==> config.mk <==
export PLATFORM = sky130hd
export DESIGN_NAME = lbppc_front
export DESIGN_NICKNAME = d
export VERILOG_FILES = /design/src/design/lbppc_pkg.sv /design/src/design/lbppc_front.sv
export SDC_FILE = /design/constraint.sdc
export NUM_CORES = 1
export LEC_CHECK = 0
export ABC_AREA = 1
export ABC_CLOCK_PERIOD_IN_PS = 18900
export BUFFER_PORTS_ARGS = -buffer_cell sky130_fd_sc_hd__clkbuf_2
export CAP_MARGIN = 20
export CORE_AREA = 3 3 158 160
export CTS_CLUSTER_DIAMETER = 80
export DETAILED_ROUTE_END_ITERATION = 7
export DIE_AREA = 0 0 161 163
export GPL_TIMING_DRIVEN = 0
export PLACE_DENSITY = 0.76
export RECOVER_POWER = 50
export SLEW_MARGIN = 20
export SYNTH_ARGS = -nofsm -noshare
export SYNTH_HDL_FRONTEND = slang
export SYNTH_SLANG_ARGS = --single-unit
export TNS_END_PERCENT = 20
==> constraint.sdc <==
create_clock -name clk -period 18.9 [get_ports clk]
set_input_delay 2.835 -clock clk [delete_from_list [all_inputs] [get_ports clk]]
set_output_delay 2.835 -clock clk [all_outputs]
set_load 0.02 [all_outputs]
==> src/design/lbppc_pkg.sv <==
// shared types and constants for the light bar pair plate corner block
package lbppc_pkg;

  localparam int COORD_W         = 16;
  localparam int COORD_FRAC_BITS = 4;
  localparam int MIN_LEN_PX      = 4;
  localparam int MIN_LEN         = MIN_LEN_PX << COORD_FRAC_BITS;
  localparam int LEN_THR2        = MIN_LEN * MIN_LEN;
  localparam int GAP_THR2        = 4 * LEN_THR2;

  localparam int CFG_INDEX_W = 1;
  localparam logic [CFG_INDEX_W-1:0] REG_TOP_RATIO    = 1'b0;
  localparam logic [CFG_INDEX_W-1:0] REG_BOTTOM_RATIO = 1'b1;

  typedef logic signed [COORD_W-1:0] coord_t;

  typedef struct packed {
    coord_t [3:0] x;
    coord_t [3:0] y;
  } bar_t;

  // left bar first, right bar second
  typedef struct packed {
    bar_t lb;
    bar_t rb;
  } pair_t;

  typedef struct packed {
    coord_t ltx;
    coord_t lty;
    coord_t rtx;
    coord_t rty;
    coord_t rbx;
    coord_t rby;
    coord_t lbx;
    coord_t lby;
    logic   ok;
  } plate_t;

endpackage

==> src/design/lbppc_front.sv <==
// front end: holds the first bar and forms ordered pairs
module lbppc_front (
  input  logic              clk,
  input  logic              in_valid,
  output logic              in_ready,
  input  lbppc_pkg::bar_t   bar,
  input  lbppc_pkg::coord_t center,
  input  logic              closes_pair,
  output logic              push_valid,
  input  logic              push_ready,
  output lbppc_pkg::pair_t  push_data
);

  lbppc_pkg::bar_t   held_bar;
  lbppc_pkg::coord_t held_center;

  assign in_ready   = push_ready;
  assign push_valid = in_valid && closes_pair;

  always_ff @(posedge clk) begin
    if (in_valid && in_ready && !closes_pair) begin
      held_bar    <= bar;
      held_center <= center;
    end
  end

  // equal centres keep the incoming bar on the left
  always_comb begin
    if (center > held_center) begin
      push_data.lb = held_bar;
      push_data.rb = bar;
    end else begin
      push_data.lb = bar;
      push_data.rb = held_bar;
    end
  end

endmodule

==> results of run 1 <==
[state kept, by name, summed over array words and instances, names as in the netlist]
register and flops:
held_center 16, held_bar 128
[power breakdown]
group          internal (uW)  switching, uW
combinational            128            313
sequential               369           7.12
clock                    184            146
[worst min-delay path by stage]
stage,from,to,slack (ns),cells past startpoint
global route,center[10],held_center[10],2.63,1
CTS,center[7],held_center[7],2.59,1
floorplan,bar[0],held_bar[0],2.93,0
detailed placement,center[0],held_center[0],3.04,1
global placement,center[0],held_center[0],3.03,1
finish,center[7],held_center[7],2.63,1
[final cells by class]
type                       count  share of cell area [%]
timing repair buffer         411                    16.0
clock buffer                  18                    3.67
clock inverter                14                    1.15
buffer                       113                    4.60
sequential                   144                    37.0
multi-input combinational    824                    33.4
inverter                      22                   0.707
tap                          319                    3.42
antenna                        3                  0.0642
[per-stage QoR]
step | power, uW | util (%) | hold slack, ns | worst slack, ns
5_1_grt | 1200 | 49.6 | 2.63 | 10.54
3_3_place_gp | 824 | 47.9 | 3.03 | 6.47
3_5_place_dp | 828 | 48.5 | 3.04 | 10.72
4_1_cts | 1160 | 50.9 | 2.59 | 10.66
6_report | 1150 | 49.6 | 2.63 | 10.66
2_1_floorplan | 655 | - | 2.93 | 9.31
[Yosys cell counts]
library cell / count / share of area (%)
buf_4: 7 / 0.59
nand4_1: 257 / 18
nand3_2: 1 / 0.11
ha_1: 16 / 2.3
nor3_2: 1 / 0.11
nor2_1: 6 / 0.25
nand3_1: 3 / 0.17
o21ai_0: 1 / 0.056
a21oi_1: 6 / 0.34
inv_1: 22 / 0.93
buf_1: 18 / 0.76
buf_2: 70 / 4.0
a21o_1: 1 / 0.085
nand2_1: 532 / 23
clkbuf_1: 18 / 0.76
edfxtp_1: 144 / 49
[per-layer routing]
layer | up-vias | routed length [um] | GRT usage, %
li1 | 4764 | - | -
met1 | 4625 | 13000 | 30.7
met2 | 597 | 16800 | 42.8
met3 | 82 | 3500 | 6.56
met4 | 4 | 1360 | 10.7
met5 | - | 27 | 0
[cells by family (layout without fill, tap and decap cells)]
logic type      count (synthesis)  count (layout)
fa+ha+maj                      16              16
buf+inv                       135             578
flops                         144             144
simple gates                  800             800
other cells                     0               3
compound gates                  8               8
==> metrics.cfg, run 1 <==
[worst_setup_path]
critical_path.endpoint_type = primary output
cpPeakStageDelay_ns = 0.72
critPathKind = in -> out
path_buf_inv = 4
cp_cell_sequence = clkbuf_1, ha_1, nand2_1, nor3_2, nand3_1, clkbuf_1, buf_1, nand4_1, nand2_1, clkbuf_2
crit_required_ns = 16.07
crit_fanout = 10
critical_path.top_delay_family = buffers and inverters
worstPathArrival_ns = 5.41
crit_path_top_delay_cell = clkbuf_1
worstSetupPathDepth = 10
critPathCapture = push_data[126]
crit_path_start_kind = input pin
startpoint = center[15]

[route]
routedWlPerCell_um = 18.6
via_count = 10100
drc = 0
drt_iter0_drc = 1165
ant_nets = 0
wirelength_um = 34700
vias_per_cell = 5.39
drt-pass1-iter-count = 6

[layout]
multi_input_area_um2 = 3910
most-common-layout-cells = 532 x nand2_1, 260 x clkbuf_2, 257 x nand4_1
final_common_cell = nand2_1
layout.nets = 1697
final_area_um2 = 11700
ff_latch_area_um2 = 4320
fillers = 2410
syn2layout_area_growth_pct = 32.1
drive_above_1_share_pct = 23.8
final_cells = 1868

[timing]
slew_headroom_pct = -1.99
drv_slew = 30
setup_violations = 0
fin_crit_ns = 8.24
setup_tns_ns = 0
post-route-period-util_pct = 43.6
rsz0062_at_grt = false
tightest_slew_ns = 1.53
max_freq_mhz = 121
finalHoldViolCount = 0

[yosys]
synth_compound_area_share_pct = 0.481
synth.area.mux_share_pct = 0
synth_top_family_by_area = simple AND/OR/NAND/NOR gates
synth-xor-area-share_pct = 0
synth-simple-area-share_pct = 41.4
ys_ff_latch = 144
yosysWarnings = 0
syn_inst = 1103
synth.cell_area_um2 = 8850
yosysUniqueCellTypes = 16
synthAdderAreaFrac_pct = 2.26
synth_nets = 1267
ys_seq_area_share_pct = 48.9
synth_area_per_cell_um2 = 8.02

[power]
peakVddDrop_uv = 47.7
power_leakage_uw = 0.00569
power.density_nw_per_um2 = 98.2

[global_routing]
grt_overflow_total = 0
grt_start_max_net_pins = 30
grt.total_usage_pct = 25.3
grt_antenna_before_repair = 6
grt_pass1_wl_um = 52100
grt_pass1_vias = 9410

[placement]
hpwl_um = 26100
portBuffers = 405
placed_cell_area_um2 = 11400
dp.cells = 1833
gp_congestion = 0.919

[outcome]
failed_checks = capacitance limit, slew limit
outcome = finished, violations left

[clocking]
hold_buffers = 0
clk_pin_slew_ns = 0.07
cts_setup_buffers = 0
cts.path.max_buffers = 2
cts_buffers = 17
cts_tree = done
cts_sinks = 144
cts.repair.resized = 0
htreeDepth = 4
root_buffer = clkbuf_16

[floorplanning]
io_pins = 406
placementRows = 56
die_area_um2 = 26200
die_w_um = 161
start_util_pct = 37.6
fp.dieH_um = 163
core_area_um2 = 23500

[job]
cap_violations = 2

[hold_path]
hold_path_class = in -> reg

Power figures use the tool's default switching activity.
==> run 2, diff against run 1 <==
--- a/config.mk
+++ b/config.mk
@@ -6,7 +6,7 @@
 export NUM_CORES = 1
 export LEC_CHECK = 0
 export ABC_AREA = 1
-export ABC_CLOCK_PERIOD_IN_PS = 18900
+export ABC_CLOCK_PERIOD_IN_PS = 7250
 export BUFFER_PORTS_ARGS = -buffer_cell sky130_fd_sc_hd__clkbuf_2
 export CAP_MARGIN = 20
 export CORE_AREA = 3 3 158 160
@@ -14,7 +14,7 @@
 export DETAILED_ROUTE_END_ITERATION = 7
 export DIE_AREA = 0 0 161 163
 export GPL_TIMING_DRIVEN = 0
-export PLACE_DENSITY = 0.76
+export PLACE_DENSITY = 0.78
 export RECOVER_POWER = 50
 export SLEW_MARGIN = 20
 export SYNTH_ARGS = -nofsm -noshare
==> constraint.sdc (replaced) <==
create_clock -name clk -period 7.25 [get_ports clk]
set_input_delay 1.0875 -clock clk [delete_from_list [all_inputs] [get_ports clk]]
set_output_delay 1.0875 -clock clk [all_outputs]
set_load 0.02 [all_outputs]
==> run 2 against run 1 <==
Non-clock buffer count unchanged. Global-route usage increased by 0.27 points. Sequential share of layout area decreased by 0.071 points. Clock-buffer cell count increased by 1. Largest power group unchanged. Combinational power increased to 2.6 times the previous value. Critical path type is now in -> reg. Final cell count about the same. Utilization increased by 0.096 points. Sequential cell count unchanged. The run still ends with capacitance limit, slew limit left. Design area increased by 0.19%. Critical path depth decreased by 3. Clock power increased to 2.7 times the previous value.
==> metrics.cfg, run 2 (same netlist as run 1, synthesis figures left out) <==
[route]
via_count = 10100
drt_iter0_drc = 1180
routedWlPerCell_um = 18.7
ant_nets = 0
wirelength_um = 35000
drc = 0
drt-pass1-iter-count = 7
vias_per_cell = 5.42

[global_routing]
met3_usage_pct = 5.67
grt.total_usage_pct = 25.6
grt_antenna_before_repair = 3
grt_overflow_total = 0
grt_pass1_vias = 9571
grt_use_met2_pct = 42.8
grt_pass1_wl_um = 53200
grt_start_max_net_pins = 30
gr-usage-met1_pct = 32.7
top_usage_layer = met2

[placement]
gp_congestion = 0.928
placed_cell_area_um2 = 11400
hpwl_um = 26100
portBuffers = 405

[clocking]
cts_setup_buffers = 0
hold_buffers = 0
root_buffer = clkbuf_16
cts_sinks = 144
clk_pin_slew_ns = 0.06
htreeDepth = 4
cts.path.max_buffers = 2
cts.repair.resized = 0
cts_buffers = 17
cts_tree = done

[timing]
slew_headroom_pct = -5.66
finalHoldViolCount = 0
drv_slew = 84
setup_tns_ns = 0
post-route-period-util_pct = 78.4
rsz0062_at_grt = false
holdWs_ns = 0.875
tightest_slew_ns = 1.58
fin_crit_ns = 5.68
max_freq_mhz = 176
setup_violations = 0

[worst_setup_path]
cpPeakStageDelay_ns = 1.19
crit_required_ns = 7.26
crit_fanout = 26
critPathKind = in -> reg
crit_path_start_kind = input pin
critical_path.endpoint_type = register
cpMostUsedCell = clkbuf_1
path_buf_inv = 5
worstPathArrival_ns = 5.69
critical_path.top_delay_family = buffers and inverters
cp_cell_sequence = clkbuf_1, nand2_1, nor2_1, clkbuf_1, clkbuf_1, clkbuf_1, clkbuf_1
crit_path_top_delay_cell = clkbuf_1

[layout]
drive_above_1_share_pct = 23.9
multi_input_area_um2 = 3910
largest_registers = held_bar (128), held_center (16)
final_common_cell = nand2_1
fillers = 2360
largest_reg_flops = 128
most-common-layout-cells = 532 x nand2_1, 261 x clkbuf_2, 257 x nand4_1
ff_latch_area_um2 = 4320
syn2layout_area_growth_pct = 32.3
layout.nets = 1697
final_area_um2 = 11700
largest-register = held_bar

[floorplanning]
start_util_pct = 37.6
io_pins = 406
die_w_um = 161
placementRows = 56
fp.dieH_um = 163
core_area_um2 = 23500
die_area_um2 = 26200

[power]
peakVddDrop_uv = 121
power.density_nw_per_um2 = 259
power_leakage_uw = 0.00570

[outcome]
outcome = finished, violations left
failed_checks = capacitance limit, slew limit

[hold_path]
hold_path_class = in -> reg

[job]
cap_violations = 3

run 2: area by class of cell:
cell class / instances / area share, %
inverters: 22 / 0.705
plain buffers: 113 / 4.59
clock inverters: 13 / 1.31
diodes: 2 / 0.0427
clock buffers: 19 / 3.70
flip-flops and latches: 144 / 36.9
multi-input cells: 824 / 33.3
repair buffers: 411 / 16.0
well taps: 319 / 3.41
run 2: metrics by stage:
stage	utilization [%]	power, uW	std cells	setup slack [ns]
detailed placement	48.5	2160	1833	2.35
floorplan	-	1710	1103	1.93
global placement	47.9	2140	1827	0.131
CTS	51.0	3060	1865	2.34
finish	49.7	3030	1867	1.57
global route	49.7	3180	1866	1.27
run 2: where the power goes:
part,switching (uW),internal (uW)
clock,387,516
sequential,19.0,962
combinational,814,334
run 2: final timing paths:
check	startpoint	end	slack [ns]	cells past startpoint
max	push_ready	held_bar[88]	1.57	7
min	center[0]	held_center[0]	0.87	1
run 2: routing by layer:
layer | up-vias | part of all wire, %
met5 | - | 0.026
met4 | 2 | 3.2
met3 | 67 | 9.0
met2 | 632 | 49
met1 | 4661 | 39
li1 | 4765 | -
==> run 3, diff against run 2 <==
--- a/config.mk
+++ b/config.mk
@@ -5,16 +5,16 @@
 export SDC_FILE = /design/constraint.sdc
 export NUM_CORES = 1
 export LEC_CHECK = 0
-export ABC_AREA = 1
-export ABC_CLOCK_PERIOD_IN_PS = 7250
+export ABC_AREA = 0
+export ABC_CLOCK_PERIOD_IN_PS = 5800
 export BUFFER_PORTS_ARGS = -buffer_cell sky130_fd_sc_hd__clkbuf_2
 export CAP_MARGIN = 20
-export CORE_AREA = 3 3 158 160
+export CORE_MARGIN = 3
+export CORE_UTILIZATION = 40
 export CTS_CLUSTER_DIAMETER = 80
 export DETAILED_ROUTE_END_ITERATION = 7
-export DIE_AREA = 0 0 161 163
 export GPL_TIMING_DRIVEN = 0
-export PLACE_DENSITY = 0.78
+export PLACE_DENSITY = 0.8
 export RECOVER_POWER = 50
 export SLEW_MARGIN = 20
 export SYNTH_ARGS = -nofsm -noshare
==> constraint.sdc (replaced) <==
create_clock -name clk -period 5.8 [get_ports clk]
set_input_delay 0.87 -clock clk [delete_from_list [all_inputs] [get_ports clk]]
set_output_delay 0.87 -clock clk [all_outputs]
set_load 0.02 [all_outputs]
==> run 3 against run 2 <==
The flow still finishes with violations (capacitance limit, slew limit). Power is 26% higher. Global-route usage decreased by 7.3 points. Setup slack worse by 0.53 ns. Worst hold slack got worse by 0.22 ns. Sequential share of layout area down 0.63 points. Final cell count decreased by 35%. Largest cell class unchanged.
==> metrics.cfg, run 3 <==
[outcome]
outcome = finished, violations left
failed_checks = capacitance limit, slew limit

[yosys]
synth.cell_area_um2 = 9040
synth_common_cells = 240 x mux2_4, 144 x edfxtp_1, 18 x buf_12
synth.area.top_cells = edfxtp_1 48%, mux2_4 40%, buf_12 4.0%
synth_area_per_cell_um2 = 18.5
synth_top_area_share_pct = 47.8
async_flop_share_pct = 0
syn_inst = 490
ys_seq_area_share_pct = 47.8
ys_ff_latch = 144
ys.flop_type = edfxtp_1
yosysWarnings = 0
synth_edf_count = 144
synth_top_area_cell = edfxtp_1
yosysUniqueCellTypes = 27
yosysMostFrequentCell = mux2_4
synth_nets = 654

[placement]
place_ws_ns = 1.24
gp_congestion = 0.796
hpwl_um = 18200
portBuffers = 405

[clocking]
cts.repair.resized = 0
root_buffer = clkbuf_16
cts_setup_buffers = 0
cts.path.max_buffers = 2
hold_buffers = 0
cts_tree = done
htreeDepth = 4
cts_sinks = 144
clk_pin_slew_ns = 0.06
cts_buffers = 17

[timing]
rsz0062_at_grt = false
tightest_slew_ns = 1.66
max_freq_mhz = 210
finalHoldViolCount = 0
setup_violations = 0
setup_slack_ns = 1.04
fin_crit_ns = 4.76
slew_headroom_pct = -11.2
setup_tns_ns = 0
post-route-period-util_pct = 82.1
drv_slew = 75

[worst_setup_path]
cpPeakStageDelay_ns = 1.22
worstPathArrival_ns = 4.86
cpMostUsedCell = clkbuf_1
crit_fanout = 26
cp_cell_sequence = clkbuf_1, nand2_1, nor2_1, clkbuf_1, clkbuf_1, buf_12
crit_required_ns = 5.90
path_buf_inv = 4
critical_path.endpoint_type = register
crit_path_start_kind = input pin
crit_path_top_delay_cell = nor2_1
critical_path.top_delay_family = buffers and inverters
critPathKind = in -> reg

[route]
ant_nets = 0
vias_per_cell = 4.92
wirelength_um = 23300
drc = 0
drt-pass1-iter-count = 4
via_count = 5957
drt_iter0_drc = 329
routedWlPerCell_um = 19.2

[power]
power_leakage_uw = 0.00546
p_sw_uw = 1190
power.density_nw_per_um2 = 320
peakVddDrop_uv = 156
comb_power_share_pct = 36.0
swShare_pct = 31.2
power.share.sequential_pct = 32.2
clkPwrFrac_pct = 31.9
p_int_uw = 2620

[global_routing]
grt_antenna_before_repair = 0
grt_pass1_vias = 6207
grt.total_usage_pct = 18.3
grt_overflow_total = 0
grt_start_max_net_pins = 29
grt_pass1_wl_um = 34800

[floorplanning]
placementRows = 54
die_w_um = 156
core_area_um2 = 22000
io_pins = 406
fp.dieH_um = 156
start_util_pct = 41.1
die_area_um2 = 24500

[hold_path]
hold_path_class = in -> reg

[layout]
fillers = 1899
largest_reg_flops = 128
layout.nets = 1083
largest_registers = held_bar (128), held_center (16)
most-common-layout-cells = 260 x clkbuf_2, 240 x mux2_4, 151 x clkbuf_1
syn2layout_area_growth_pct = 31.7
largest-register = held_bar
drive_above_1_share_pct = 62.1
antenna_cells = 0
final_common_cell = clkbuf_2

[job]
cap_violations = 3

==> run 3: power by group through the flow <==
| stage | clock network, uW | registers [uW] | logic [uW] |
|---|---|---|---|
| after floorplan | 0 | 1240 | 1010 |
| after global placement | 0 | 1250 | 1380 |
| after detailed placement | 0 | 1250 | 1400 |
| after CTS | 1240 | 1220 | 1400 |
| after global routing | 1290 | 1230 | 1440 |
| final | 1210 | 1230 | 1370 |
==> run 3: path summary, 6_finish.rpt <==
check	start	slack, ns	depth (start not counted)	end
setup / recovery	push_ready	1.04	6	held_bar[127]
hold / removal	center[0]	0.65	1	held_center[0]
==> run 3: kinds of logic after synthesis <==
family,Yosys count,synth area share [%]
adders and majority gates,16,2.21
and+or+nand+nor,16,1.09
DFF,144,47.8
AOI/OAI and AO/OA,11,0.775
muxes,257,42.0
buffers and inverters,46,6.12
==> run 3: metal layers <==
layer	vias to the layer above	global-route usage, %	wire length [um]
li1	2753	-	-
met1	2932	20.8	8900
met2	239	33.7	12400
met3	33	4.65	1450
met4	0	5.42	461
met5	-	0	0
==> run 3: cell type report <==
class	count	area (um2)	share of cell area [%]
clock buffers	19	433	3.63
inverters	17	63.8	0.536
flip-flops and latches	144	4320	36.3
plain buffers	29	489	4.11
well taps	280	350	2.94
repair buffers	410	1880	15.8
multi-input cells	300	4170	35.0
clock inverters	12	206	1.73
==> run 3: metrics by stage <==
step / utilization [%] / total power [uW] / hold slack [ns] / cell area, um2 / cells
final: 54.1 / 3810 / 0.654 / 11900 / 1211
after global routing: 54.1 / 3960 / 0.628 / 11900 / 1211
after CTS: 55.3 / 3870 / 0.630 / 12200 / 1211
after detailed placement: 52.4 / 2650 / 1.07 / 11500 / 1180
after global placement: 51.9 / 2630 / 1.07 / 11400 / 1175
after floorplan: - / 2250 / 0.969 / 9050 / 490
