<file path="src/design/lbppc_pkg.sv">
// shared types and constants for the light bar pair plate corner block
package lbppc_pkg;

  localparam int COORD_W         = 16;
  localparam int COORD_FRAC_BITS = 4;
  localparam int MIN_LEN_PX      = 4;
  localparam int MIN_LEN         = MIN_LEN_PX << COORD_FRAC_BITS;
  localparam int LEN_THR2        = MIN_LEN * MIN_LEN;
  localparam int GAP_THR2        = 4 * LEN_THR2;

  localparam int CFG_INDEX_W = 1;
  localparam logic [CFG_INDEX_W-1:0] REG_TOP_RATIO    = 1'b0;
  localparam logic [CFG_INDEX_W-1:0] REG_BOTTOM_RATIO = 1'b1;

  typedef logic signed [COORD_W-1:0] coord_t;

  typedef struct packed {
    coord_t [3:0] x;
    coord_t [3:0] y;
  } bar_t;

  // left bar first, right bar second
  typedef struct packed {
    bar_t lb;
    bar_t rb;
  } pair_t;

  typedef struct packed {
    coord_t ltx;
    coord_t lty;
    coord_t rtx;
    coord_t rty;
    coord_t rbx;
    coord_t rby;
    coord_t lbx;
    coord_t lby;
    logic   ok;
  } plate_t;

endpackage

</file>
<file path="src/design/lbppc_queue.sv">
// short pair queue between front and back
module lbppc_queue #(
  parameter int DEPTH = 2
) (
  input  logic             clk,
  input  logic             rst,
  input  logic             push_valid,
  output logic             push_ready,
  input  lbppc_pkg::pair_t push_data,
  output logic             pop_valid,
  input  logic             pop_ready,
  output lbppc_pkg::pair_t pop_data
);

  localparam int PTR_W = (DEPTH > 1) ? $clog2(DEPTH) : 1;
  localparam int CNT_W = $clog2(DEPTH + 1);

  lbppc_pkg::pair_t entries [DEPTH];
  logic [PTR_W-1:0] wr_ptr;
  logic [PTR_W-1:0] rd_ptr;
  logic [CNT_W-1:0] count;
  logic             push;
  logic             pop;

  assign push_ready = (count != CNT_W'(DEPTH));
  assign pop_valid  = (count != '0);
  assign pop_data   = entries[rd_ptr];
  assign push       = push_valid && push_ready;
  assign pop        = pop_valid && pop_ready;

  always_ff @(posedge clk) begin
    if (rst) begin
      wr_ptr <= '0;
      rd_ptr <= '0;
      count  <= '0;
    end else begin
      if (push) begin
        wr_ptr <= (wr_ptr == PTR_W'(DEPTH - 1)) ? '0 : wr_ptr + 1'b1;
      end
      if (pop) begin
        rd_ptr <= (rd_ptr == PTR_W'(DEPTH - 1)) ? '0 : rd_ptr + 1'b1;
      end
      if (push && !pop) begin
        count <= count + 1'b1;
      end else if (pop && !push) begin
        count <= count - 1'b1;
      end
    end
  end

  always_ff @(posedge clk) begin
    if (push) begin
      entries[wr_ptr] <= push_data;
    end
  end

endmodule

</file>
<file path="config.mk">
export PLATFORM = sky130hd
export DESIGN_NAME = lbppc_queue
export DESIGN_NICKNAME = d
export VERILOG_FILES = /design/src/design/lbppc_pkg.sv /design/src/design/lbppc_queue.sv
export SDC_FILE = /design/constraint.sdc
export NUM_CORES = 1
export LEC_CHECK = 0
export BUFFER_PORTS_ARGS = -buffer_cell sky130_fd_sc_hd__buf_4
export CORE_ASPECT_RATIO = 0.5
export CORE_UTILIZATION = 45
export CTS_BUF_LIST = sky130_fd_sc_hd__clkbuf_2 sky130_fd_sc_hd__clkbuf_4 sky130_fd_sc_hd__clkbuf_8
export DETAILED_ROUTE_END_ITERATION = 10
export PLACE_DENSITY = 0.8
export SETUP_SLACK_MARGIN = 0.1
export SKIP_CTS_REPAIR_TIMING = 1
export SYNTH_ARGS = -nofsm -noshare
export SYNTH_HDL_FRONTEND = slang
export SYNTH_SLANG_ARGS = --single-unit
</file>
<file path="constraint.sdc">
create_clock -name clk -period 16.4 [get_ports clk]
set_input_delay 1.64 -clock clk [delete_from_list [all_inputs] [get_ports clk]]
set_output_delay 1.64 -clock clk [all_outputs]
set_load 0.02 [all_outputs]
</file>
==> results.md, run 1 <==
Die:
- For this design the top-level I/O count stands at 518.
- Once the floorplan was initialized, standard cells occupied 46.0% of the core.
- The floorplan has 52 rows.
- From bottom edge to top edge, the die measures 146 um.
- The region available for standard cell placement spans 40,800 um2.
- The width of the chip is 291 um.
- The die covers 42,600 um2.

Place:
- The standard cell area after detailed placement is 23,100 um2.
- The count of input and output buffers is 517.
- At the end of routability-driven placement, the weighted congestion stood at 0.835.
- Summed over all nets, the half-perimeter wirelength after detailed placement is 29.9 mm.
- The setup slack after placement is 11.87 ns.

Detailed routing:
- The number of remaining DRC errors is 0.
- In the routed layout, each cell is associated on average with a via count of 4.99.
- Detailed routing inserted a total of 9,871 vias.
- Summed over all layers, the routed wires come to 43.7 mm.
- Once detail routing completed, the nets flagged for antenna violations numbered 0.
- For this block, the initial DRC count from the detailed router was 520.
- The routed wire length per instance is 22.1 um.
- The first TritonRoute pass finished after 5 iterations.

Synthesis:
- The synthesized netlist contains 19 unique library cells.
- In the post-synthesis netlist, the biggest area contributors are sky130_fd_sc_hd__edfxtp_1, sky130_fd_sc_hd__mux2_2, sky130_fd_sc_hd__buf_6, sky130_fd_sc_hd__dfxtp_1, sky130_fd_sc_hd__xor2_1.
- The Yosys step of the flow raised 0 warnings.
- After technology mapping, the gate count stands at 820.
- sky130_fd_sc_hd__edfxtp_1 takes more of the synthesized area than any other cell.
- The netlist area before placement is 18,800 um2.
- In this run the biggest area consumer among cell types represents 81.8% of the synthesized area.
- Summing the sequential cell areas from Yosys gives 82.4% of the chip area.
- The net count after synthesis is 1,081.
- The mean area per synthesized cell is 22.9 um2.
- The number of synthesized register bits is 517.

Worst setup path:
- The destination of the worst register-to-register timing path is entries[1][200].
- The total buffers and inverters traversed by the critical path is 2.
- The worst reg-to-reg path cell count is 4.
- The worst stage delay on the critical path is 1.00 ns.
- Grouping stages by cell kind, the critical path spends the most delay in flip-flops.
- The worst register-to-register path begins at count[0].
- The worst setup path is launched from a flop.
- The critical path goes through buf_12 > mux2_2 > buf_4.
- The largest individual stage delay along the critical path comes from the cell sky130_fd_sc_hd__dfxtp_4.
- The register-to-register setup slack is 12.99 ns.
- The critical path is of the reg -> out type.
- Data on the critical path arrives at its endpoint at 3.26 ns.
- In this run the worst path has a maximum fanout of 179.
- The critical path capture point type is an output port.
- For the worst setup path, the data required time is 14.76 ns.

Timing:
- Headroom to the max-slew limit came out at 20.8%.
- The actual slew at the worst max-slew pin is 1.19 ns.
- Dividing the final minimum period by the clock period gives 29.9%.
- Subtracting the final worst setup slack from the clock period gives 4.90 ns.
- Setup repair after global routing left no endpoint under its margin.
- Setup violations remaining at the end of the flow were counted as 0.
- The setup TNS after final layout is 0 ns.
- The total count of hold-check failures in the final report is 0.
- The max-slew violation total from the final report was 0.
- The peak clock frequency supported by timing is 0.204 GHz.
- The setup slack after layout is 11.50 ns.
- The setup skew after layout is 0.0244 ns.

GRT:
- The global-route total usage across every layer is 20.0%.
- Global routing finished with a remaining overflow of 0.
- The wire length of the first global-routing pass is 63.2 mm.
- The initial antenna violation count was 2.
- The maximum number of pins on one net before global-route repair is 180.
- The via count of the first global-routing pass came to 10,794.

Cells and area:
- Summing all non-filler instances in the final layout gives an area of 24,500 um2.
- In the final design database the tool counted 1,651 nets.
- The repair_antennas step left the layout with diodes totalling 0.
- The layout overhead on the synthesized area is 30.5%.
- The share of cells above drive strength 1 is 62.3%.

Clock network:
- The clock-pin slew on the worst setup and hold paths is 0.06 ns.
- The number of clock buffers inserted by TritonCTS is 73.
- The number of H-tree branching levels is 3.
- The root buffer cell chosen for the clock tree is sky130_fd_sc_hd__clkbuf_8.
- The tree built by TritonCTS fans out to 517 sinks.
- The clock tree from TritonCTS is built.
- The later-pin clock latency in the skew report is 0.61 ns.
- The clock passes through at most 3 buffers.

Worst hold path:
- The worst hold path passes through 2 cells.
- In this run the most critical hold path is launched from rd_ptr.
- The worst hold path belongs to the class reg -> reg.

Pwr:
- The power density of the placed cells is 156 nW/um2.
- The overall power after layout is 0.00382 W.
- In this run the static leakage power is 9.07 nW.
- The worst vdd rail ir drop is 0.0855 mV.

Status:
- The run finished with clean final reports.

Run:
- The tool flagged a number of max-cap violations equal to 0.
==> Yosys cell counts (all sizes together) <==
cell type  count
inv            1
nor2           3
or3            1
dfxtp          5
or2            1
xor2           3
nand3b         1
ha             1
mux2         256
a21bo          1
a21oi          2
o21ai          2
and2           1
edfxtp       512
nand2b         1
buf           28
and3           1
==> layout make-up <==
| cell class | count | area, um2 |
|---|---|---|
| flip-flops and latches | 517 | 15500 |
| multi-input cells | 274 | 3010 |
| well taps | 540 | 676 |
| repair buffers | 523 | 3940 |
| clock buffers | 102 | 1250 |
| fillers | 2894 | 16300 |
| inverters | 1 | 11.3 |
| clock inverters | 22 | 150 |
==> state kept, by name (all words and copies together), names as in the netlist, named ones only <==
signal   flops
count        2
entries    512
rd_ptr       1
wr_ptr       1
==> worst reg2reg max path, delay by kind of cell (launching register included) <==
kind / cells / cell delay, ns
simple gates: 2 / 1.01
flops: 1 / 0.40
buf+inv: 2 / 1.58
==> power by group <==
part | switching (W) | leakage, nW | internal, W
Combinational | 0.000623 | 3.51 | 0.000502
Sequential | 0.0000618 | 4.82 | 0.00165
Clock | 0.000463 | 0.739 | 0.000521
Total | 0.00115 | 9.07 | 0.00268
==> how the worst max path moves through the flow <==
stage	from	endpoint	slack, ns	cells after the start
floorplan	push_valid	entries[1][0]	8.23	1
global placement	push_valid	entries[1][186]	11.96	4
detailed placement	push_valid	entries[1][195]	11.87	4
CTS	flop	pop_data[255]	11.47	3
global route	flop	pop_data[68]	11.31	3
finish	flop	pop_data[255]	11.50	3
==> stage by stage <==
stage / hold slack [ns] / utilization [%] / std cells
floorplan: 0.471 / - / 820
global placement: 0.490 / 56.7 / 1855
detailed placement: 0.509 / 56.7 / 1855
CTS: 0.526 / 60.1 / 1979
global route: 0.538 / 60.1 / 1979
finish: 0.515 / 60.1 / 1979
==> cell usage in the layout, fill, tap and decap left out <==
master and n:
sky130_fd_sc_hd__xor2_1 3, sky130_fd_sc_hd__clkinv_1 12, sky130_fd_sc_hd__mux2_2 256, sky130_fd_sc_hd__inv_8 1, sky130_fd_sc_hd__nor2_1 3, sky130_fd_sc_hd__and3_4 1, sky130_fd_sc_hd__clkinvlp_4 2, sky130_fd_sc_hd__nand3b_1 1
sky130_fd_sc_hd__or2_2 1, sky130_fd_sc_hd__nand2b_1 1, sky130_fd_sc_hd__dfxtp_1 4, sky130_fd_sc_hd__clkbuf_8 77, sky130_fd_sc_hd__edfxtp_1 512, sky130_fd_sc_hd__buf_12 1, sky130_fd_sc_hd__dfxtp_4 1, sky130_fd_sc_hd__buf_4 522
sky130_fd_sc_hd__clkbuf_4 25, sky130_fd_sc_hd__bufinv_16 2, sky130_fd_sc_hd__and2_1 1, sky130_fd_sc_hd__a21oi_1 2, sky130_fd_sc_hd__a21bo_2 1, sky130_fd_sc_hd__ha_1 1, sky130_fd_sc_hd__clkinv_2 6, sky130_fd_sc_hd__or3_1 1
sky130_fd_sc_hd__o21ai_0 2
==> kinds of logic after synthesis <==
group | after synthesis | share of synthesized area, %
buf+inv | 29 | 1.65
simple gates | 9 | 0.267
compound gates | 5 | 0.160
mux | 256 | 15.3
flops | 517 | 82.4
xor+xnor | 3 | 0.140
fa+ha+maj | 1 | 0.0666
==> per-layer routing <==
metal | GRT usage (%) | vias up | wire, um
met5 | 0 | - | 24
met4 | 10.1 | 4 | 1910
met3 | 4.75 | 122 | 1890
met2 | 37.7 | 292 | 24800
met1 | 20.8 | 5041 | 15100
li1 | - | 4412 | -
Note: power is estimated with default switching activity, not from simulation.
==> inputs of run 2 (changes only) <==
Settings changed: PLACE_DENSITY 0.8 to 0.83.
Clock period 16.4 ns to 4.15 ns, I/O delays scaled along.
==> results.md, run 2 (same netlist as run 1, synthesis figures left out) <==
Worst hold path:
- The tightest min-delay check is of the in -> reg type.
- The number of cells on the worst hold path is 3 (+1).
- The path with the worst hold slack has its endpoint at wr_ptr.
- The critical hold path startpoint is push_valid.

GRT:
- The initial antenna violation count is 3 (+1).
- The global-route total usage across every layer is 21.0% (+1.0 points).
- The maximum number of pins on one net before global-route repair is 131 (-27%).
- The via count of the first global-routing pass is 10,808 (+0.13%).
- The total congestion overflow after global routing is 0 (unchanged).
- The wire length of the first global-routing pass is 66.0 mm (+4.4%).

Worst setup path:
- On the critical path, the stage with the largest delay is an instance of sky130_fd_sc_hd__buf_12.
- The worst reg-to-reg path cell count is 3 (-1).
- The signal on the critical path passes through buf_12 > mux2_2 > buf_4.
- The critical path capture point type is an output port.
- The register-to-register setup slack came to 2.03 ns (-10.96 ns).
- The worst stage delay on the critical path is 0.45 ns (-0.55 ns).
- In this run the critical register-to-register path is launched from count[0].
- The largest driver fanout on the critical path came to 127 (-29%).
- The kind of critical path is reg -> out.
- In this run the critical register-to-register path is captured at entries[1][213].
- The endpoint arrival time on the critical path came to 2.22 ns (-1.04 ns).
- The critical path required time is 3.73 ns (-11.03 ns).
- The element type at the critical path start is a flop.

Place:
- The half-perimeter wire length of the detailed placement result is 32.1 mm (+7.2%).
- The placer congestion estimate is 1.08 (+30%).
- The total instance count after detailed placement is 1,859 (+0.22%).
- The count of input and output buffers is 517 (unchanged).
- The standard cell area after detailed placement is 23,200 um2 (+0.37%).

Pwr:
- The combinational power share is 31.1% (+1.7 points).
- The worst vdd rail ir drop is 0.362 mV (+320%).
- The power density of the placed cells is 579 nW/um2 (+270%).
- The switching fraction of total power was 31.0% (+0.95 points).
- The static leakage is 10.2 nW (+12%).
- The sequential group share of total power is 42.6% (-2.2 points).
- The net switching component of the power is 0.00488 W (+320%).
- The overall power after layout is 0.0157 W (+310%).
- The total internal power is 0.0109 W (+310%).
- The clock power share is 26.3% (+0.6 points).

Timing:
- The number of failing setup endpoints in the final timing report is 0 (unchanged).
- Setup repair after global routing left no endpoint under its margin.
- The max-slew violation total from the final report was 0 (unchanged).
- The relative slew slack is 41.1% (+20 points).
- The clock period minus final worst setup slack is 2.64 ns.
- Static timing analysis puts the maximum clock frequency at 0.379 GHz.
- The final critical path takes up 63.6% of the cycle.
- The actual slew at the worst max-slew pin is 0.884 ns (-0.304 ns).
- The total count of hold-check failures in the final report is 0 (unchanged).
- The setup skew after layout came to 0.0246 ns (+0.000136 ns).

Detailed routing:
- The iteration count of the initial detailed-routing pass is 5 (unchanged).
- The number of DRC markers in iteration 0 was 776 (+49%).
- The post-route antenna net violation count is 0 (unchanged).
- The via-per-instance ratio is 5.13 (+2.9%).
- The routed via count was 11,510 (+17%).
- The number of remaining DRC errors is 0 (unchanged).
- The post-detailed-routing wire length is 53.3 mm (+22%).
- The routed wire length per instance is 23.8 um (+7.5%).

Clock network:
- The later-pin clock latency in the skew report came to 0.60 ns (about the same).
- The maximum buffer depth of the clock tree came to 3 (unchanged).
- The number of H-tree branching levels came to 3 (unchanged).
- The clock tree from TritonCTS is built.
- The number of clock buffers inserted by TritonCTS came to 75 (+2.7%).
- The master cell of the clock root buffer is sky130_fd_sc_hd__clkbuf_8.
- The clock net sink count is 517 (unchanged).
- The clock-pin slew on the worst setup and hold paths is 0.06 ns (about the same).

Cells and area:
- In the layout the commonest cells are sky130_fd_sc_hd__buf_4, sky130_fd_sc_hd__edfxtp_1, sky130_fd_sc_hd__dlygate4sd3_1.
- The final core utilization is 66.7% (+6.6 points).
- The total number of nets in the final design was 1,914 (+16%).
- The flip-flop count of the largest register, all copies and words added is 512 (unchanged).
- The largest registers in the layout are entries x512, count x2.
- The share of cells above drive strength 1 is 53.1% (-9.1 points).
- The layout overhead on the synthesized area is 44.9%.
- The final instance area is 27,200 um2 (+11%).
- The final instance count without filler cells came to 2,243 (+13%).
- The largest register by flop count is entries.
- The number of inserted filler cells in the final layout was 2,531 (-13%).
- The library cell used most frequently in the layout, excluding fill and tap cells, is sky130_fd_sc_hd__buf_4.

Die:
- The number of I/O pins is 518 (unchanged).
- The initial cell density of the core is 46.0% (unchanged).
- The number of rows in the core area is 52 (unchanged).
- The width of the chip is 291 um (unchanged).
- The floorplan die height was 146 um (unchanged).
- The core footprint is 40,800 um2 (unchanged).
- The full die area came to 42,600 um2 (unchanged).

Run:
- The max capacitance violation total came to 0 (unchanged).

Status:
- The run finished with clean final reports.
## run 2: changes by cell type in the layout (fill, tap and decap cells not counted), moves of 2 or more
cell,before,now
sky130_fd_sc_hd__dlygate4sd3_1,0,257
sky130_fd_sc_hd__diode_2,0,5
sky130_fd_sc_hd__buf_12,1,5
sky130_fd_sc_hd__bufinv_16,2,4
sky130_fd_sc_hd__clkbuf_4,25,23
sky130_fd_sc_hd__clkinv_1,12,10
## run 2: metal layers
metal | wire length, um | global-route usage [%] | share of wire (%) | vias to the layer above
li1 | - | - | - | 4958
met1 | 18200 | 22.9 | 34 | 5912
met2 | 30200 | 37.7 | 57 | 470
met3 | 2560 | 5.57 | 4.8 | 170
met4 | 2360 | 11.2 | 4.4 | 0
met5 | 0 | 0 | 0 | -
## run 2: worst max path at each step
stage / from / end / slack, ns
after CTS: flop / pop_data[238] / 1.52
after detailed placement: push_valid / entries[1][196] / 1.98
after floorplan: count[0] / entries[0][0] / -0.73
final: flop / pop_data[103] / 1.51
after global routing: flop / pop_data[212] / 1.46
after global placement: push_valid / entries[1][196] / 2.05
## run 2: layout make-up
| class | instances | area (um2) | area share (%) |
|---|---|---|---|
| Timing Repair Buffer | 784 | 6590 | 24.2 |
| Antenna cell | 5 | 12.5 | 0.0460 |
| Clock buffer | 100 | 1230 | 4.53 |
| Clock inverter | 22 | 203 | 0.745 |
| Inverter | 1 | 7.51 | 0.0276 |
| Sequential cell | 517 | 15500 | 56.9 |
| Multi-Input combinational cell | 274 | 3010 | 11.1 |
| Tap cell | 540 | 676 | 2.48 |
## run 2: power by group through the flow
stage	Sequential [W]	Combinational, W	Clock [W]
floorplan	0.00683	0.00281	0
global placement	0.00675	0.00454	0
detailed placement	0.00680	0.00462	0
CTS	0.00669	0.00464	0.00411
global route	0.00676	0.00504	0.00445
finish	0.00671	0.00489	0.00414
## run 2: worst max-delay path, delay by kind of cell (launching register included)
kind / cells / cell delay (ns)
buffers and inverters: 2 / 0.62
muxes: 1 / 0.44
DFF: 1 / 0.37
## run 2: through the flow
stage / hold WS (ns) / setup WS [ns] / TNS [ns]
floorplan: 0.472 / -0.729 / -186.64
global placement: 0.490 / 2.05 / 0
detailed placement: 0.504 / 1.98 / 0
CTS: -0.0549 / 1.52 / 0
global route: 0.112 / 1.46 / 0
finish: 0.157 / 1.51 / 0
==> inputs of run 3 (changes only) <==
Clock period 4.15 ns to 2.4 ns, I/O delays scaled along.
==> results.md, run 3 (same netlist as run 1, synthesis figures left out) <==
Worst setup path:
- The endpoint arrival time on the critical path is 2.03 ns (-0.19 ns).
- STA classifies the critical path startpoint as a flop.
- The worst setup path is of the reg -> out kind.
- The largest driver fanout on the critical path came to 32 (-75%).
- The critical path capture point type is an output port.
- The critical path required time is 2.16 ns (-1.57 ns).

Timing:
- The actual slew at the worst max-slew pin came to 0.556 ns (-0.328 ns).
- The setup skew after layout is 0.0183 ns (-0.00627 ns).
- The setup slack after layout was 0.126 ns (-1.39 ns).
- The total count of hold-check failures in the final report is 0 (unchanged).
- The worst path in the final design needs a cycle of 2.27 ns, including I/O delays and setup.
- The relative slew slack is 62.9% (+22 points).
- Setup repair after global routing could not meet its margin everywhere.
- The max-slew violation total from the final report was 0 (unchanged).
- The final critical-path share of the clock period is 94.7%.
- The number of failing setup endpoints in the final timing report came to 0 (unchanged).
- The worst hold slack is 0.0772 ns (-0.0802 ns).
- Based on the critical path, the design can be clocked at up to 0.440 GHz.

Cells and area:
- The final instance area came to 27,500 um2 (+1.1%).
- The largest register by flop count is entries.
- The largest registers in the layout are entries x512, count x2.
- The share of cells above drive strength 1 is 53.8% (+0.63 points).
- The flip-flop count of the largest register, all copies and words added is 512 (unchanged).
- The total number of nets in the final design is 1,930 (+0.84%).
- The library cell used most frequently in the layout, excluding fill and tap cells, is sky130_fd_sc_hd__buf_4.
- The final core utilization was 67.5% (+0.76 points).
- The layout overhead on the synthesized area is 46.5%.
- Leaving out fill and tap cells, the most frequent cells in the layout are sky130_fd_sc_hd__buf_4, sky130_fd_sc_hd__edfxtp_1, sky130_fd_sc_hd__dlygate4sd3_1.

Die:
- The number of rows in the core area was 52 (unchanged).
- The number of I/O pins is 518 (unchanged).
- The width of the chip is 291 um (unchanged).
- The floorplan die height is 146 um (unchanged).
- The core footprint is 40,800 um2 (unchanged).
- The initial cell density of the core is 46.0% (unchanged).
- The full die area was 42,600 um2 (unchanged).

Place:
- The standard cell area after detailed placement is 23,400 um2 (+0.72%).
- The count of input and output buffers is 517 (unchanged).
- The half-perimeter wire length of the detailed placement result is 32.5 mm (+1.2%).
- The placer congestion estimate is 0.979 (-9.5%).
- The setup slack after placement is 0.527 ns (-1.45 ns).

Pwr:
- The sequential group share of total power is 42.1% (-0.5 points).
- The total internal power is 0.0190 W (+75%).
- The static leakage is 10.3 nW (+1.5%).
- The net switching component of the power came to 0.00860 W (+76%).
- The worst vdd rail ir drop is 0.671 mV (+85%).
- The power density of the placed cells came to 1000 nW/um2 (+73%).
- The switching fraction of total power was 31.2% (+0.20 points).
- The overall power after layout is 0.0276 W (+75%).
- The combinational power share is 32.0% (+0.9 points).
- The clock power share was 25.9% (-0.4 points).

Detailed routing:
- The number of DRC markers in iteration 0 came to 725 (-6.6%).
- The post-detailed-routing wire length is 53.9 mm (+1.2%).
- The routed wire length per instance came to 23.8 um (+0.28%).
- The via-per-instance ratio is 5.11 (-0.38%).
- The iteration count of the initial detailed-routing pass was 5 (unchanged).
- The number of remaining DRC errors is 0 (unchanged).
- The post-route antenna net violation count was 0 (unchanged).
- The routed via count is 11,569 (+0.51%).

Clock network:
- The number of clock buffers inserted by TritonCTS came to 74 (-1.3%).
- The clock net sink count is 517 (unchanged).
- The later-pin clock latency in the skew report is 0.62 ns (+0.02 ns).
- The clock-pin slew on the worst setup and hold paths is 0.06 ns (about the same).
- TritonCTS built the clock tree.
- The maximum buffer depth of the clock tree is 3 (unchanged).
- The number of H-tree branching levels was 3 (unchanged).
- CTS placed an instance of sky130_fd_sc_hd__clkbuf_8 at the clock tree root.

GRT:
- The initial antenna violation count is 5 (+2).
- The total congestion overflow after global routing is 0 (unchanged).
- The maximum number of pins on one net before global-route repair is 67 (-49%).
- The via count of the first global-routing pass is 10,992 (+1.7%).
- The wire length of the first global-routing pass is 66.6 mm (+0.86%).
- The global-route total usage across every layer is 21.1% (+0.058 points).

Worst hold path:
- The worst min-delay path class is in -> reg.

Status:
- The flow ran to the end, and the final reports show no timing, DRC or antenna violations.

Run:
- The max capacitance violation total is 0 (unchanged).
-- run 3: cell count changes in the layout (fill, tap and decap cells not counted), sizes merged, moves of 2 or more --
cell / before / now
buf: 527 / 541
clkbuf: 100 / 105
inv: 0 / 3
clkinv: 16 / 14
-- run 3: metal layers --
| metal | global-route usage, % | wire [um] | up-vias | part of all wire (%) |
|---|---|---|---|---|
| met5 | 0 | 13 | - | 0.024 |
| met4 | 9.29 | 2380 | 2 | 4.4 |
| met3 | 5.57 | 2750 | 173 | 5.1 |
| met2 | 39.4 | 30400 | 507 | 56 |
| met1 | 22.4 | 18400 | 5902 | 34 |
| li1 | - | - | 4985 | - |
-- run 3: worst paths after layout --
path,from,endpoint,slack (ns),depth (start not counted)
max,flop,pop_data[199],0.13,4
min,pop_ready,flop,0.08,4
max reg2reg,count[1],entries[0][23],0.42,4
min reg2reg,rd_ptr,flop,0.52,2
-- run 3: metrics by stage --
stage                     std cells  setup TNS [ns]
after CTS                      1994               0
final                          2263               0
after global routing           2263               0
after global placement         1868               0
after detailed placement       1868               0
after floorplan                 820        -1073.16
-- run 3: power groups by stage --
stage	sequential (W)	clock (W)	combinational, W
3_5_place_dp	0.0118	0	0.00814
4_1_cts	0.0116	0.00709	0.00818
2_1_floorplan	0.0118	0	0.00486
6_report	0.0116	0.00716	0.00883
5_1_grt	0.0117	0.00765	0.00909
3_3_place_gp	0.0117	0	0.00800
-- run 3: final cells by class --
type	count	area, um2
clock buffer	103	1250
tap	540	676
sequential	517	15500
multi-input combinational	274	3010
inverter	1	7.51
fill	2486	13300
clock inverter	23	205
timing repair buffer	801	6880
antenna	4	10.0
-- run 3: worst max-delay path: stages, from the launching register on --
cell	delay, ns
sky130_fd_sc_hd__dfxtp_4	0.46
sky130_fd_sc_hd__buf_4	0.16
sky130_fd_sc_hd__buf_16	0.20
sky130_fd_sc_hd__mux2_2	0.40
sky130_fd_sc_hd__buf_4	0.17
